$ cat src/rtl/i2cms_pkg.sv
// shared types and constants for the i2c master bit sequencer
`timescale 1ns / 1ps

package i2cms_pkg;

    localparam int unsigned QDEPTH = 2;

    typedef enum logic [2:0] {
        OP_START    = 3'd0,
        OP_STOP     = 3'd1,
        OP_SEND     = 3'd2,
        OP_RECV     = 3'd3,
        OP_SEND_ACK = 3'd4,
        OP_RECV_ACK = 3'd5
    } t_op;

    // command word passed from the front to the back
    typedef struct packed {
        t_op        op;
        logic [7:0] data;   // tx byte for send, line bits otherwise
        logic       ack;
    } t_cmd;

endpackage

$ cat src/rtl/i2cms_front.sv
// command intake: filters unused opcodes and queues commands for the sequencer
`timescale 1ns / 1ps

module i2cms_front import i2cms_pkg::*; (
    input  logic       i_clk,
    input  logic       i_rst_n,
    input  logic       i_in_valid,
    output logic       o_in_stall,
    input  logic [2:0] i_opcode,
    input  logic [7:0] i_tx_byte,
    input  logic       i_ack_out,
    input  logic [7:0] i_line_bits,
    output logic       o_cmd_valid,
    output t_cmd       o_cmd,
    input  logic       i_cmd_pop
);

    t_cmd                  r_mem [QDEPTH];
    logic                  r_wr_ptr, n_wr_ptr;
    logic                  r_rd_ptr, n_rd_ptr;
    logic [1:0]            r_count, n_count;
    logic                  s_known;
    logic                  s_push;
    logic                  s_pop;
    t_cmd                  s_cmd;

    always_comb begin
        s_known    = 1'b1;
        s_cmd.op   = OP_START;
        unique case (i_opcode)
            OP_START:    s_cmd.op = OP_START;
            OP_STOP:     s_cmd.op = OP_STOP;
            OP_SEND:     s_cmd.op = OP_SEND;
            OP_RECV:     s_cmd.op = OP_RECV;
            OP_SEND_ACK: s_cmd.op = OP_SEND_ACK;
            OP_RECV_ACK: s_cmd.op = OP_RECV_ACK;
            default:     s_known  = 1'b0;
        endcase
        s_cmd.data = (i_opcode == OP_SEND) ? i_tx_byte : i_line_bits;
        s_cmd.ack  = i_ack_out;
    end

    assign o_in_stall  = (r_count == 2'(QDEPTH));
    assign o_cmd_valid = (r_count != 2'd0);
    assign o_cmd       = r_mem[r_rd_ptr];

    assign s_push = i_in_valid && !o_in_stall && s_known;
    assign s_pop  = i_cmd_pop && o_cmd_valid;

    always_comb begin
        n_wr_ptr = s_push ? ~r_wr_ptr : r_wr_ptr;
        n_rd_ptr = s_pop  ? ~r_rd_ptr : r_rd_ptr;
        n_count  = r_count + {1'b0, s_push} - {1'b0, s_pop};
    end

    always_ff @(posedge i_clk) begin
        if (!i_rst_n) begin
            r_wr_ptr <= 1'b0;
            r_rd_ptr <= 1'b0;
            r_count  <= 2'd0;
        end else begin
            r_wr_ptr <= n_wr_ptr;
            r_rd_ptr <= n_rd_ptr;
            r_count  <= n_count;
        end
    end

    always_ff @(posedge i_clk) begin
        if (s_push) begin
            r_mem[r_wr_ptr] <= s_cmd;
        end
    end

endmodule

$ cat src/rtl/i2cms_back.sv
// pin step sequencer with output register
`timescale 1ns / 1ps

module i2cms_back import i2cms_pkg::*; (
    input  logic       i_clk,
    input  logic       i_rst_n,
    input  logic       i_cmd_valid,
    input  t_cmd       i_cmd,
    output logic       o_cmd_pop,
    output logic       o_out_valid,
    input  logic       i_out_stall,
    output logic       o_scl_drive,
    output logic       o_sda_drive,
    output logic       o_sample_step,
    output logic [7:0] o_rx_byte,
    output logic       o_ack_in,
    output logic       o_last
);

    logic       r_busy, n_busy;
    t_cmd       r_cmd, n_cmd;
    logic [1:0] r_phase, n_phase;
    logic [2:0] r_bit, n_bit;
    logic       r_scl, n_scl;
    logic       r_sda, n_sda;
    logic       r_out_valid, n_out_valid;
    logic       r_sample, r_last, r_ack_in;
    logic [7:0] r_rx_byte;

    logic       s_adv;
    logic       s_scl, s_sda, s_sample, s_last;
    logic [7:0] s_rx;
    logic       s_ack;

    assign s_adv = r_busy && (!r_out_valid || !i_out_stall);

    // step decode
    always_comb begin
        s_scl    = r_scl;
        s_sda    = r_sda;
        s_sample = 1'b0;
        s_last   = 1'b0;
        s_rx     = 8'd0;
        s_ack    = 1'b0;
        unique case (r_cmd.op)
            OP_START: begin
                unique case (r_phase)
                    2'd0:    s_sda = 1'b1;
                    2'd1:    s_scl = 1'b1;
                    2'd2:    s_sda = 1'b0;
                    default: begin
                        s_scl  = 1'b0;
                        s_last = 1'b1;
                    end
                endcase
            end
            OP_STOP: begin
                unique case (r_phase)
                    2'd0:    s_sda = 1'b0;
                    2'd1:    s_scl = 1'b1;
                    default: begin
                        s_sda  = 1'b1;
                        s_last = 1'b1;
                    end
                endcase
            end
            OP_SEND: begin
                unique case (r_phase)
                    2'd0:    s_sda = r_cmd.data[7];
                    2'd1:    s_scl = 1'b1;
                    default: begin
                        s_scl  = 1'b0;
                        s_last = (r_bit == 3'd7);
                    end
                endcase
            end
            OP_RECV: begin
                unique case (r_phase)
                    2'd0:    s_sda = 1'b1;
                    2'd1:    s_scl = 1'b1;
                    2'd2:    s_sample = 1'b1;
                    default: begin
                        s_scl  = 1'b0;
                        s_last = (r_bit == 3'd7);
                        s_rx   = s_last ? r_cmd.data : 8'd0;
                    end
                endcase
            end
            OP_SEND_ACK: begin
                unique case (r_phase)
                    2'd0:    s_sda = r_cmd.ack;
                    2'd1:    s_scl = 1'b1;
                    default: begin
                        s_scl  = 1'b0;
                        s_last = 1'b1;
                    end
                endcase
            end
            OP_RECV_ACK: begin
                unique case (r_phase)
                    2'd0:    s_sda = 1'b1;
                    2'd1:    s_scl = 1'b1;
                    2'd2:    s_sample = 1'b1;
                    default: begin
                        s_scl  = 1'b0;
                        s_last = 1'b1;
                        s_ack  = r_cmd.data[7];
                    end
                endcase
            end
            default: ;
        endcase
    end

    assign o_cmd_pop = i_cmd_valid && (!r_busy || (s_adv && s_last));

    // sequencer next state
    always_comb begin
        n_busy  = r_busy;
        n_cmd   = r_cmd;
        n_phase = r_phase;
        n_bit   = r_bit;
        n_scl   = r_scl;
        n_sda   = r_sda;
        if (s_adv) begin
            n_scl   = s_scl;
            n_sda   = s_sda;
            n_phase = r_phase + 2'd1;
            if (s_last) begin
                n_busy = 1'b0;
            end else if (r_cmd.op == OP_SEND && r_phase == 2'd2) begin
                n_phase    = 2'd0;
                n_bit      = r_bit + 3'd1;
                n_cmd.data = {r_cmd.data[6:0], 1'b0};
            end else if (r_cmd.op == OP_RECV && r_phase == 2'd3) begin
                n_phase = 2'd1;
                n_bit   = r_bit + 3'd1;
            end
        end
        if (o_cmd_pop) begin
            n_busy  = 1'b1;
            n_cmd   = i_cmd;
            n_phase = 2'd0;
            n_bit   = 3'd0;
        end
    end

    always_comb begin
        n_out_valid = r_out_valid;
        if (s_adv) begin
            n_out_valid = 1'b1;
        end else if (!i_out_stall) begin
            n_out_valid = 1'b0;
        end
    end

    always_ff @(posedge i_clk) begin
        if (!i_rst_n) begin
            r_busy      <= 1'b0;
            r_phase     <= 2'd0;
            r_bit       <= 3'd0;
            r_scl       <= 1'b1;
            r_sda       <= 1'b1;
            r_out_valid <= 1'b0;
        end else begin
            r_busy      <= n_busy;
            r_phase     <= n_phase;
            r_bit       <= n_bit;
            r_scl       <= n_scl;
            r_sda       <= n_sda;
            r_out_valid <= n_out_valid;
        end
    end

    always_ff @(posedge i_clk) begin
        r_cmd <= n_cmd;
        if (s_adv) begin
            r_sample  <= s_sample;
            r_last    <= s_last;
            r_rx_byte <= s_rx;
            r_ack_in  <= s_ack;
        end
    end

    assign o_out_valid   = r_out_valid;
    assign o_scl_drive   = r_scl;
    assign o_sda_drive   = r_sda;
    assign o_sample_step = r_sample;
    assign o_rx_byte     = r_rx_byte;
    assign o_ack_in      = r_ack_in;
    assign o_last        = r_last;

endmodule

$ cat src/rtl/i2c_master_bit_sequencer.sv
// top level of the i2c master bit sequencer
// the first step word of a command is registered after the command register takes it
// throughput: one step word per cycle from the single step sequencer when not stalled;
// a command gives 3 to 25 step words by opcode; a 2-entry command queue hides intake
// unused opcodes are dropped at intake and produce no words
// reset: synchronous, active low; scl and sda levels return to released, queue empties
`timescale 1ns / 1ps

module i2c_master_bit_sequencer import i2cms_pkg::*; (
    input  logic       i_clk,
    input  logic       i_rst_n,
    input  logic       i_in_valid,
    output logic       o_in_stall,
    input  logic [2:0] i_opcode,
    input  logic [7:0] i_tx_byte,
    input  logic       i_ack_out,
    input  logic [7:0] i_line_bits,
    output logic       o_out_valid,
    input  logic       i_out_stall,
    output logic       o_scl_drive,
    output logic       o_sda_drive,
    output logic       o_sample_step,
    output logic [7:0] o_rx_byte,
    output logic       o_ack_in,
    output logic       o_last
);

    logic w_cmd_valid;
    t_cmd w_cmd;
    logic w_cmd_pop;

    i2cms_front u_front (
        .i_clk       (i_clk),
        .i_rst_n     (i_rst_n),
        .i_in_valid  (i_in_valid),
        .o_in_stall  (o_in_stall),
        .i_opcode    (i_opcode),
        .i_tx_byte   (i_tx_byte),
        .i_ack_out   (i_ack_out),
        .i_line_bits (i_line_bits),
        .o_cmd_valid (w_cmd_valid),
        .o_cmd       (w_cmd),
        .i_cmd_pop   (w_cmd_pop)
    );

    i2cms_back u_back (
        .i_clk         (i_clk),
        .i_rst_n       (i_rst_n),
        .i_cmd_valid   (w_cmd_valid),
        .i_cmd         (w_cmd),
        .o_cmd_pop     (w_cmd_pop),
        .o_out_valid   (o_out_valid),
        .i_out_stall   (i_out_stall),
        .o_scl_drive   (o_scl_drive),
        .o_sda_drive   (o_sda_drive),
        .o_sample_step (o_sample_step),
        .o_rx_byte     (o_rx_byte),
        .o_ack_in      (o_ack_in),
        .o_last        (o_last)
    );

endmodule
$ cat config.mk
export PLATFORM = sky130hd
export DESIGN_NAME = i2c_master_bit_sequencer
export DESIGN_NICKNAME = d
export VERILOG_FILES = /design/src/rtl/i2cms_pkg.sv /design/src/rtl/i2cms_front.sv /design/src/rtl/i2cms_back.sv /design/src/rtl/i2c_master_bit_sequencer.sv
export SDC_FILE = /design/constraint.sdc
export NUM_CORES = 1
export LEC_CHECK = 0
export BUFFER_PORTS_ARGS = -buffer_cell sky130_fd_sc_hd__buf_2
export CAP_MARGIN = 20
export CORE_UTILIZATION = 55
export DETAILED_ROUTE_END_ITERATION = 6
export PLACE_DENSITY = 0.77
export SYNTH_ARGS = -nofsm -noshare
export SYNTH_HDL_FRONTEND = slang
export SYNTH_SLANG_ARGS = --single-unit
$ cat constraint.sdc
create_clock -name i_clk -period 5.7 [get_ports i_clk]
set_input_delay 1.14 -clock i_clk [delete_from_list [all_inputs] [get_ports i_clk]]
set_output_delay 1.14 -clock i_clk [all_outputs]
set_load 0.03 [all_outputs]
==> summary.txt, run 1 <==
Outcome
  • Status: complete, no violations

Route
  • DRC viols: 0
  • TritonRoute pass-1 iters: 4
  • Via count: roughly 1800
  • Initial DRC count: 120
  • WL final: roughly 4.6 mm
  • Vias per cell: roughly 5.3
  • Drt wl/cell: 13.4 µm
  • Final ANT Viol Nets: 0

Worst setup path
  • Critical path launch point type: flip-flop
  • Crit path launch: u_back.r_phase[0]
  • WP data required: between 5000 and 6000 ps
  • Critical Path Sink: u_front.r_count[1]
  • Crit path max fanout: 19
  • FF-to-FF setup slack: roughly 2500 ps
  • CP endpoint kind: flip-flop
  • Worst r2r dst: u_front.r_count[1]
  • FF-to-FF path depth: 11
  • Worst setup path class: reg2reg
  • FF-to-FF Start: u_back.r_phase[0]
  • Arrival time worst endpoint: between 3000 and 4000 ps

Yosys
  • EDFF count, synth: between 40 and 50
  • Synth top area share: 48.8%
  • Ys flop type: edfxtp_1
  • Avg Cell Area, Syn: around 13 µm²
  • Largest area contributor in the netlist: edfxtp_1
  • Netlist Area Pre-Place: 2890 µm²
  • Cell variety after synth: 48
  • Synthesized net count: approximately 260
  • Async SR Flop Fraction: 0%
  • Post-Synthesis Cells: approximately 230
  • Most common cell in the netlist: edfxtp_1
  • Commonest cells post-synth: edfxtp_1 (47), a21oi_1 (16), and2_1 (15), dfxtp_1 (14), nor2_1 (14)
  • #FFs+latches synth: 61
  • Synth area leaders: edfxtp_1 (49%), dfxtp_1 (9.7%), mux2_2 (4.7%)
  • Seq/Total Area, Yosys: between 50% and 60%
  • Yosys warnings: 0

Placement
  • HPWL Detailed: between 3 and 4 mm
  • # port buffers: 38
  • Placer Congestion: 0.816
  • Placement Cell Area: roughly 3100 µm²
  • Place WS: approximately 2300 ps

Timing
  • Max Freq: a little over 300 MHz
  • Worst rel slew slack: about 52%
  • Final Hold Fails: 0
  • Period utilization: around 56%
  • RSZ-0062 raised after global routing: false
  • TNS Setup: 0 ps
  • Worst setup margin: 2490 ps
  • # setup viols final: 0
  • Fin. max-slew vios: 0
  • Final setup skew: between 4 and 5 ps
  • Clock period minus worst slack: 3210 ps
  • Worst slew pin tran: just over 700 ps
  • Worst hold slack: around 480 ps

Global routing
  • Largest net degree at the start of global routing: 20
  • Total global routing overflow: 0
  • First-pass GRT wire length: around 7.3 mm
  • Global Route Usage Sum: between 10% and 20%
  • Initial antenna violation count: 0
  • Vias in the first global route: approximately 1700

Clocking
  • Clock buffer count from CTS: 9
  • Post-cts resize count: 0
  • CTS sink cnt: 61
  • H-tree depth: 3
  • Clock transition at the registers of the reported paths: around 60 ps
  • CTS Root Cell: clkbuf_8
  • Post-CTS Setup Repair Bufs: 0
  • Clock Tree Buf Depth: 2
  • CTS tree: done
  • Worst-Skew Late Latency: ~340 ps
  • Hold buffers post-CTS: 0

Min path
  • Worst hold path type: reg2reg
  • Hold depth: 2

Job
  • Max-capacitance violation count: 0

Floorplanning
  • Row cnt: 26
  • Die Footprint: around 5600 µm²
  • Die height: 74.5 µm
  • Core Region: a little over 5000 µm²
  • Initial core utilization: between 50% and 60%
  • I/O Pins: 39
  • Die Wd: around 75 µm

Final layout
  • Footprint of the multi-input gates: between 1000 and 1500 µm²
  • Fin nets: around 300
  • Sequential Area: 1690 µm²
  • # fillers: about 390
  • Layout cells sized above 1: 28.0%
  • Layout area overhead: 13.0%
  • N_diodes: 0
  • Design Area, Final: approximately 3300 µm²

Pwr
  • Leak: around 1.2 nW
  • Max VDD drop: 0.258 mV
  • Power Density: around 440 nW/µm²
cell type report:
type,count,share of cell area [%]
clock buffers,9,3.79
clock inverters,7,1.26
inverters,10,1.15
multi-input cells,145,33.3
flip-flops and latches,61,51.8
well taps,70,2.68
repair buffers,39,6.05
state kept, by name (all words and copies together), names as in the netlist, named ones only:
signal and count:
u_back.o_sda_drive 1, u_front.r_mem 24, u_back.o_scl_drive 1, u_back.r_phase 2
u_back.o_rx_byte 8, u_back.o_last 1, u_front.r_count 2, u_back.o_ack_in 1
u_front.r_rd_ptr 1, u_back.o_sample_step 1, u_back.r_bit 3, u_back.r_busy 1
u_front.r_wr_ptr 1, u_back.r_cmd 12, u_back.o_out_valid 1
cells in the final DEF (no fill, tap or decap), types with 10 or more instances in the layout:
master,instances
mux2i_1,12
dfxtp_1,14
nor2b_1,10
nor2_1,14
inv_1,10
edfxtp_1,47
mux2_2,12
and2_1,15
buf_2,38
a21oi_1,16
per-stage QoR:
step	total power [mW]	cells	util [%]
floorplan	1.05	226	-
detailed placement	1.12	324	61.0
global route	1.52	341	64.4
CTS	1.44	340	64.3
global placement	1.11	324	61.0
finish	1.43	341	64.4
worst min path at each step:
stage / from / end / slack, ps
3_5_place_dp: u_back.o_scl_drive / u_back.o_scl_drive / 470
2_1_floorplan: u_back.r_bit[1] / u_back.r_bit[1] / 460
3_3_place_gp: u_back.o_scl_drive / u_back.o_scl_drive / 460
6_report: u_back.o_scl_drive / u_back.o_scl_drive / 480
5_1_grt: u_back.o_scl_drive / u_back.o_scl_drive / 540
4_1_cts: u_back.o_scl_drive / u_back.o_scl_drive / 490
critical path: stages, from the launching register on:
cell	delay, ps
dfxtp_1	450
inv_1	100
ha_1	290
or3_4	400
a211oi_2	310
o31a_1	650
ha_1	350
inv_1	50
ha_1	140
xnor2_1	130
xnor2_1	70
and2_1	140
logic make-up (layout without fill, tap and decap cells):
kind of cell | Yosys count | count (layout) | synth area share [%]
XOR/XNOR | 5 | 5 | 1.77
AO/OA/AOI/OAI | 36 | 36 | 8.14
adder cells (fa/ha/maj) | 9 | 9 | 3.89
buffers and inverters | 20 | 65 | 3.85
multiplexers | 25 | 25 | 9.35
flip-flops | 61 | 61 | 58.5
AND/OR/NAND/NOR | 70 | 70 | 14.5
power by group:
part           switching (mW)  leakage [nW]  internal [mW]
clock                   0.168        0.0805          0.154
sequential             0.0857         0.554          0.605
combinational           0.243         0.598          0.176
total                   0.497          1.23          0.934
layer usage:
metal	vias to the layer above	wire, µm	track usage, %
li1	894	-	-
met1	836	2080	22.6
met4	0	126	12.4
met2	60	2150	28.5
met3	12	220	4.34
met5	-	0	0
Note: power is estimated with default switching activity, not from simulation.
==> run 2, diff against run 1 <==
CORE_UTILIZATION = 51   (was 55)
PLACE_DENSITY = 0.75   (was 0.77)
clock period = 2.8 ns   (was 5.7 ns; I/O delays follow)
==> run 2 against run 1 <==
Effect of this change:
- first-iteration DRC count is 30% higher
- power increased by 120%
- combinational power grew 120%
- core utilization decreased by 3.4 points
- die area up 7.6%
- clock skew increased by 2.2 ps
- critical path type unchanged
- largest power group unchanged
==> summary.txt, run 2 (synthesis results as in run 1) <==
Placement
  • Place WS: 189 ps
  • # port buffers: 38
  • Placer Congestion: approximately 0.86
  • Placement Cell Area: ~3100 µm²
  • HPWL Detailed: 3.40 mm

Timing
  • Worst hold slack: 431 ps
  • Final setup skew: slightly above 7 ps
  • Clock period minus worst slack: around 2600 ps
  • Worst rel slew slack: between 50% and 60%
  • Fin. max-slew vios: 0
  • Period utilization: 93.0%
  • Max Freq: 384 MHz
  • Worst setup margin: ~200 ps
  • TNS Setup: 0 ps
  • RSZ-0062 raised after global routing: false
  • # setup viols final: 0
  • Final Hold Fails: 0
  • Worst slew pin tran: 628 ps

Worst setup path
  • Cell mode on critical path: ha_1
  • WP data required: about 3000 ps
  • Crit-path max cell delay: between 400 and 500 ps
  • CP endpoint kind: flip-flop
  • FF-to-FF setup slack: 200 ps
  • FF-to-FF path depth: 11
  • FF-to-FF Start: u_back.r_phase[0]
  • Critical path launch point type: flip-flop
  • Crit path max fanout: 8
  • Worst setup path class: reg2reg
  • Worst r2r dst: u_front.r_count[1]
  • Critical-path top delay cell: dfxtp_1
  • CP cell instances: inv_1 > ha_1 > or3_4 > a211oi_2 > o31a_1 > ha_1 > inv_1 > ha_1 > xnor2_1 > xnor2_1 > and2_1
  • Arrival time worst endpoint: about 2800 ps

Route
  • WL final: around 4.8 mm
  • Final ANT Viol Nets: 0
  • DRC viols: 0
  • Initial DRC count: around 160
  • TritonRoute pass-1 iters: 4
  • Via count: roughly 1800
  • Drt wl/cell: between 10 and 15 µm
  • Vias per cell: ~5.3

Clocking
  • Clock Tree Buf Depth: 2
  • CTS sink cnt: 61
  • CTS Root Cell: clkbuf_8
  • Clock buffer count from CTS: 9
  • H-tree depth: 3
  • Post-cts resize count: 0
  • Clock transition at the registers of the reported paths: approximately 60 ps
  • Worst-Skew Late Latency: roughly 330 ps
  • Post-CTS Setup Repair Bufs: 0
  • Hold buffers post-CTS: 0
  • CTS tree: done

Floorplanning
  • Die height: ~77 µm
  • Initial core utilization: a little over half
  • Die Footprint: about 6000 µm²
  • I/O Pins: 39
  • Row cnt: 27
  • Die Wd: slightly below 80 µm
  • Core Region: between 5000 and 6000 µm²

Final layout
  • Commonest non-fill, non-tap cell in the layout: edfxtp_1
  • Design Area, Final: about 3300 µm²
  • Largest Register: u_front.r_mem
  • Max FFs per register: 24
  • Most frequent cells in the layout: edfxtp_1 (47), buf_2 (38), a21oi_1 (16)
  • Fin nets: just over 300
  • Layout area overhead: 15.5%
  • N_diodes: 0
  • Layout cells sized above 1: 28.6%

Job
  • Max-capacitance violation count: 0

Min path
  • Worst hold start: i_ack_out
  • Worst Hold Endpoint: u_front.r_mem[0][0]
  • Worst hold path type: in2reg
  • Hold depth: 1

Global routing
  • First-pass GRT wire length: 8.00 mm
  • Vias in the first global route: between 1500 and 2000
  • Largest net degree at the start of global routing: 19
  • Global Route Usage Sum: a little under a fifth
  • Initial antenna violation count: 0
  • Total global routing overflow: 0

Pwr
  • Power Density: ~920 nW/µm²
  • Leak: 1.28 nW
  • Max VDD drop: around 0.53 mV

Outcome
  • Status: complete, no violations
run 2: changes by cell type in the layout (fill, tap and decap cells not counted):
| cell | previous run | this run |
|---|---|---|
| clkinvlp_4 | 2 | 0 |
| clkinv_1 | 2 | 0 |
| clkbuf_8 | 9 | 11 |
| inv_6 | 1 | 0 |
| clkbuf_1 | 0 | 4 |
| bufinv_16 | 0 | 1 |
| clkinv_2 | 2 | 0 |
| buf_4 | 1 | 6 |
run 2: metal layers:
metal / track usage, % / part of all wire (%) / vias to the layer above
met3: 4.76 / 4.4 / 6
met5: 0 / 0 / -
met2: 28.3 / 49 / 49
met1: 22.9 / 45 / 869
met4: 9.06 / 1.5 / 0
li1: - / - / 906
run 2: report_power, final:
part           switching, mW  total (mW)  internal, mW  leakage (nW)
registers              0.148        1.38          1.23         0.554
clock network          0.313       0.775         0.462        0.0979
logic                  0.539       0.925         0.386         0.624
total                   1.00        3.08          2.08          1.28
run 2: how the worst max path moves through the flow:
| stage | from | endpoint |
|---|---|---|
| floorplan | u_back.r_phase[0] | u_front.r_count[1] |
| global placement | u_back.r_phase[0] | u_front.r_count[1] |
| detailed placement | u_back.r_phase[0] | u_front.r_count[1] |
| CTS | u_back.r_phase[0] | u_front.r_count[1] |
| global route | u_back.r_phase[0] | u_front.r_count[1] |
| finish | u_back.r_phase[0] | u_front.r_count[1] |
run 2: critical path, delay by kind of cell, from the launching register on:
kind	cells	cell delay (ps)
adder cells (fa/ha/maj)	3	670
AND/OR/NAND/NOR	2	550
AO/OA/AOI/OAI	2	470
flip-flops	1	450
XOR/XNOR	2	200
buffers and inverters	2	140
run 2: through the flow:
step / instances / util (%) / power [mW]
6_report: 348 / 61.0 / 3.08
3_3_place_gp: 332 / 57.4 / 2.29
5_1_grt: 348 / 61.0 / 3.25
2_1_floorplan: 226 / - / 2.13
3_5_place_dp: 332 / 57.4 / 2.32
4_1_cts: 348 / 61.0 / 3.10
run 2: final cells by class:
| type | count | area, µm² |
|---|---|---|
| fillers | 446 | 2130 |
| flip-flops and latches | 61 | 1690 |
| multi-input cells | 145 | 1090 |
| repair buffers | 44 | 235 |
| clock buffers | 15 | 166 |
| well taps | 72 | 90.1 |
| inverters | 10 | 37.5 |
| clock inverters | 1 | 30.0 |
==> run 3, diff against run 2 <==
CORE_UTILIZATION = 52   (was 51)
SLEW_MARGIN = 20   (was not set)
SYNTH_HIERARCHICAL = 1   (was not set)
==> run 3 against run 2 <==
Effect of this change:
- synthesized cell count up 11%
- sequential power about the same
- global-route usage up 3.6 points
- power up 15%
- register-to-register slack worse by 90 ps
- worst setup slack worse by 87 ps
- clock-buffer cell count down 4
- highest routed layer unchanged
- fmax down 3.2%
- first-iteration DRC count up 56%
- via count up 22%
- critical endpoint is now u_front/r_count[1]
- die area up 7.2%
- largest cell class unchanged
==> summary.txt, run 3 <==
Pwr
  • Sw frac: 33.6%
  • Sequential share of power: between 30% and 40%
  • Max VDD drop: about 0.48 mV
  • Comb power frac: between 30% and 40%
  • NetSw: approximately 1.2 mW
  • Leak: 1.46 nW
  • Power Density: roughly 940 nW/µm²
  • Power Internal: approximately 2.3 mW
  • Clock share of power: 26.0%
  • Total power: between 3 and 4 mW

Global routing
  • Vias in the first global route: 2124
  • Global Route Usage Sum: 21.6%
  • Largest net degree at the start of global routing: 24
  • Total global routing overflow: 0
  • Initial antenna violation count: 0
  • First-pass GRT wire length: slightly above 10 mm

Route
  • Initial DRC count: roughly 240
  • Vias per cell: 5.83
  • DRC viols: 0
  • Drt wl/cell: around 16 µm
  • TritonRoute pass-1 iters: 4
  • WL final: 6.10 mm
  • Via count: about 2200
  • Final ANT Viol Nets: 0

Yosys
  • Seq/Total Area, Yosys: around 53%
  • Synth area leaders: edfxtp_1 (45%), dfxtp_1 (8.9%), mux2_2 (4.6%)
  • Netlist Area Pre-Place: around 3200 µm²
  • #FFs+latches synth: 61
  • Most common cell in the netlist: edfxtp_1
  • EDFF count, synth: between 40 and 50
  • Async SR Flop Fraction: 0%
  • Post-Synthesis Cells: 251
  • Commonest cells post-synth: edfxtp_1 (47), dfxtp_1 (14), mux2_2 (13), and2_1 (11), nand3_1 (11)
  • Avg Cell Area, Syn: approximately 13 µm²
  • Synthesized net count: approximately 280
  • Yosys warnings: 6
  • Largest area contributor in the netlist: edfxtp_1
  • Cell variety after synth: 60
  • Synth top area share: ~45%
  • Ys flop type: edfxtp_1

Timing
  • Fin. max-slew vios: 0
  • Worst slew pin tran: just over 800 ps
  • Final setup skew: approximately 9.3 ps
  • Period utilization: roughly 96%
  • Max Freq: 372 MHz
  • Clock period minus worst slack: between 2000 and 3000 ps
  • TNS Setup: 0 ps
  • Final Hold Fails: 0
  • Worst rel slew slack: 45.7%
  • # setup viols final: 0
  • RSZ-0062 raised after global routing: false

Final layout
  • Commonest non-fill, non-tap cell in the layout: edfxtp_1
  • Fin nets: roughly 340
  • Most frequent cells in the layout: edfxtp_1 (47), buf_2 (38), buf_4 (15)
  • Layout area overhead: 19.2%
  • Largest Register: u_front/r_mem
  • Max FFs per register: 24
  • N_diodes: 0
  • Layout cells sized above 1: between 30% and 40%

Worst setup path
  • Worst setup path class: reg2reg
  • CP endpoint kind: flip-flop
  • FF-to-FF setup slack: between 100 and 150 ps
  • Critical path launch point type: flip-flop
  • WP data required: 3030 ps
  • FF-to-FF path depth: 13
  • FF-to-FF Start: u_back/r_bit[0]
  • Crit path max fanout: 5
  • Worst r2r dst: u_front/r_count[1]
  • Arrival time worst endpoint: about 2900 ps
  • Crit path launch: u_back/r_bit[0]

Clocking
  • Worst-Skew Late Latency: between 300 and 400 ps
  • Clock transition at the registers of the reported paths: around 70 ps
  • Clock buffer count from CTS: 9
  • CTS Root Cell: clkbuf_8
  • CTS sink cnt: just over 60
  • Hold buffers post-CTS: 0
  • H-tree depth: 3
  • Clock Tree Buf Depth: 2
  • CTS tree: done

Job
  • Max-capacitance violation count: 0

Outcome
  • Status: complete, no violations

Floorplanning
  • Die height: 80.0 µm
  • Initial core utilization: between 50% and 60%
  • I/O Pins: 39
  • Die Wd: approximately 80 µm
  • Core Region: between 5000 and 6000 µm²
  • Die Footprint: 6410 µm²
  • Row cnt: 28

Placement
  • Placer Congestion: roughly 0.81
  • # port buffers: 38
  • HPWL Detailed: approximately 4.1 mm

Min path
  • Worst Hold Endpoint: u_front/r_mem[1][0]
  • Hold depth: 1
  • Worst hold start: i_ack_out
  • Worst hold path type: in2reg
run 3: what timing repair did:
item / 4_1_cts / 5_1_grt
endpoints found under the setup margin: 0 / 1
resized for setup: 0 / 2
buffers inserted: 0 / 0
endpoints found under the hold margin: 0 / 0
run 3: power groups by stage:
stage | combinational (mW) | sequential (mW) | clock, mW
floorplan | 0.834 | 1.44 | 0
global placement | 1.18 | 1.39 | 0
detailed placement | 1.20 | 1.40 | 0
CTS | 1.21 | 1.38 | 0.933
global route | 1.34 | 1.41 | 0.977
finish | 1.23 | 1.39 | 0.920
run 3: cells by family (layout without fill, tap and decap cells):
group	Yosys count	count (layout)	synth area share (%)
flip-flops	61	61	53.4
multiplexers	22	22	8.73
XOR/XNOR	3	3	0.830
AND/OR/NAND/NOR	84	84	16.6
buffers and inverters	21	78	3.04
adder cells (fa/ha/maj)	9	9	3.56
AO/OA/AOI/OAI	51	51	13.8
run 3: routing by layer:
layer,share of wire [%],vias up,track usage (%)
met3,6.3,11,5.03
met1,45,1037,28.2
met2,48,105,33.7
li1,-,1080,-
met5,0,-,0
met4,1.4,0,10.7
run 3: stage by stage:
step	hold slack (ps)	util, %	std cells	instance area [µm²]	setup WS [ps]
global placement	462	60.2	367	3540	127
finish	420	64.2	383	3780	110
floorplan	451	-	251	3210	4.66
global route	407	64.2	383	3780	0.749
detailed placement	489	60.2	367	3540	74.6
CTS	406	64.1	383	3770	40.2
run 3: layout make-up:
class	instances	area (µm²)
flip-flops and latches	61	1700
clock inverters	5	98.8
inverters	9	33.8
multi-input cells	169	1420
clock buffers	11	131
well taps	75	93.8
repair buffers	53	303
fillers	440	2110
run 3: worst max-delay path: stages, from the launching register on:
cell,delay (ps)
dfxtp_2,340
ha_4,160
ha_4,170
and3b_2,230
o311ai_4,290
a211oi_4,110
or2_4,270
o21a_1,140
ha_1,280
inv_1,40
ha_2,170
xnor2_2,130
xnor2_1,120
and2_1,130
run 3: how the worst max path moves through the flow:
stage | end | slack, ps
2_1_floorplan | u_front/r_count[1] | 5
6_report | u_front/r_count[1] | 110
3_5_place_dp | u_front/r_count[1] | 70
4_1_cts | u_front/r_count[1] | 40
3_3_place_gp | u_front/r_count[1] | 130
5_1_grt | u_front/r_count[1] | 0.7
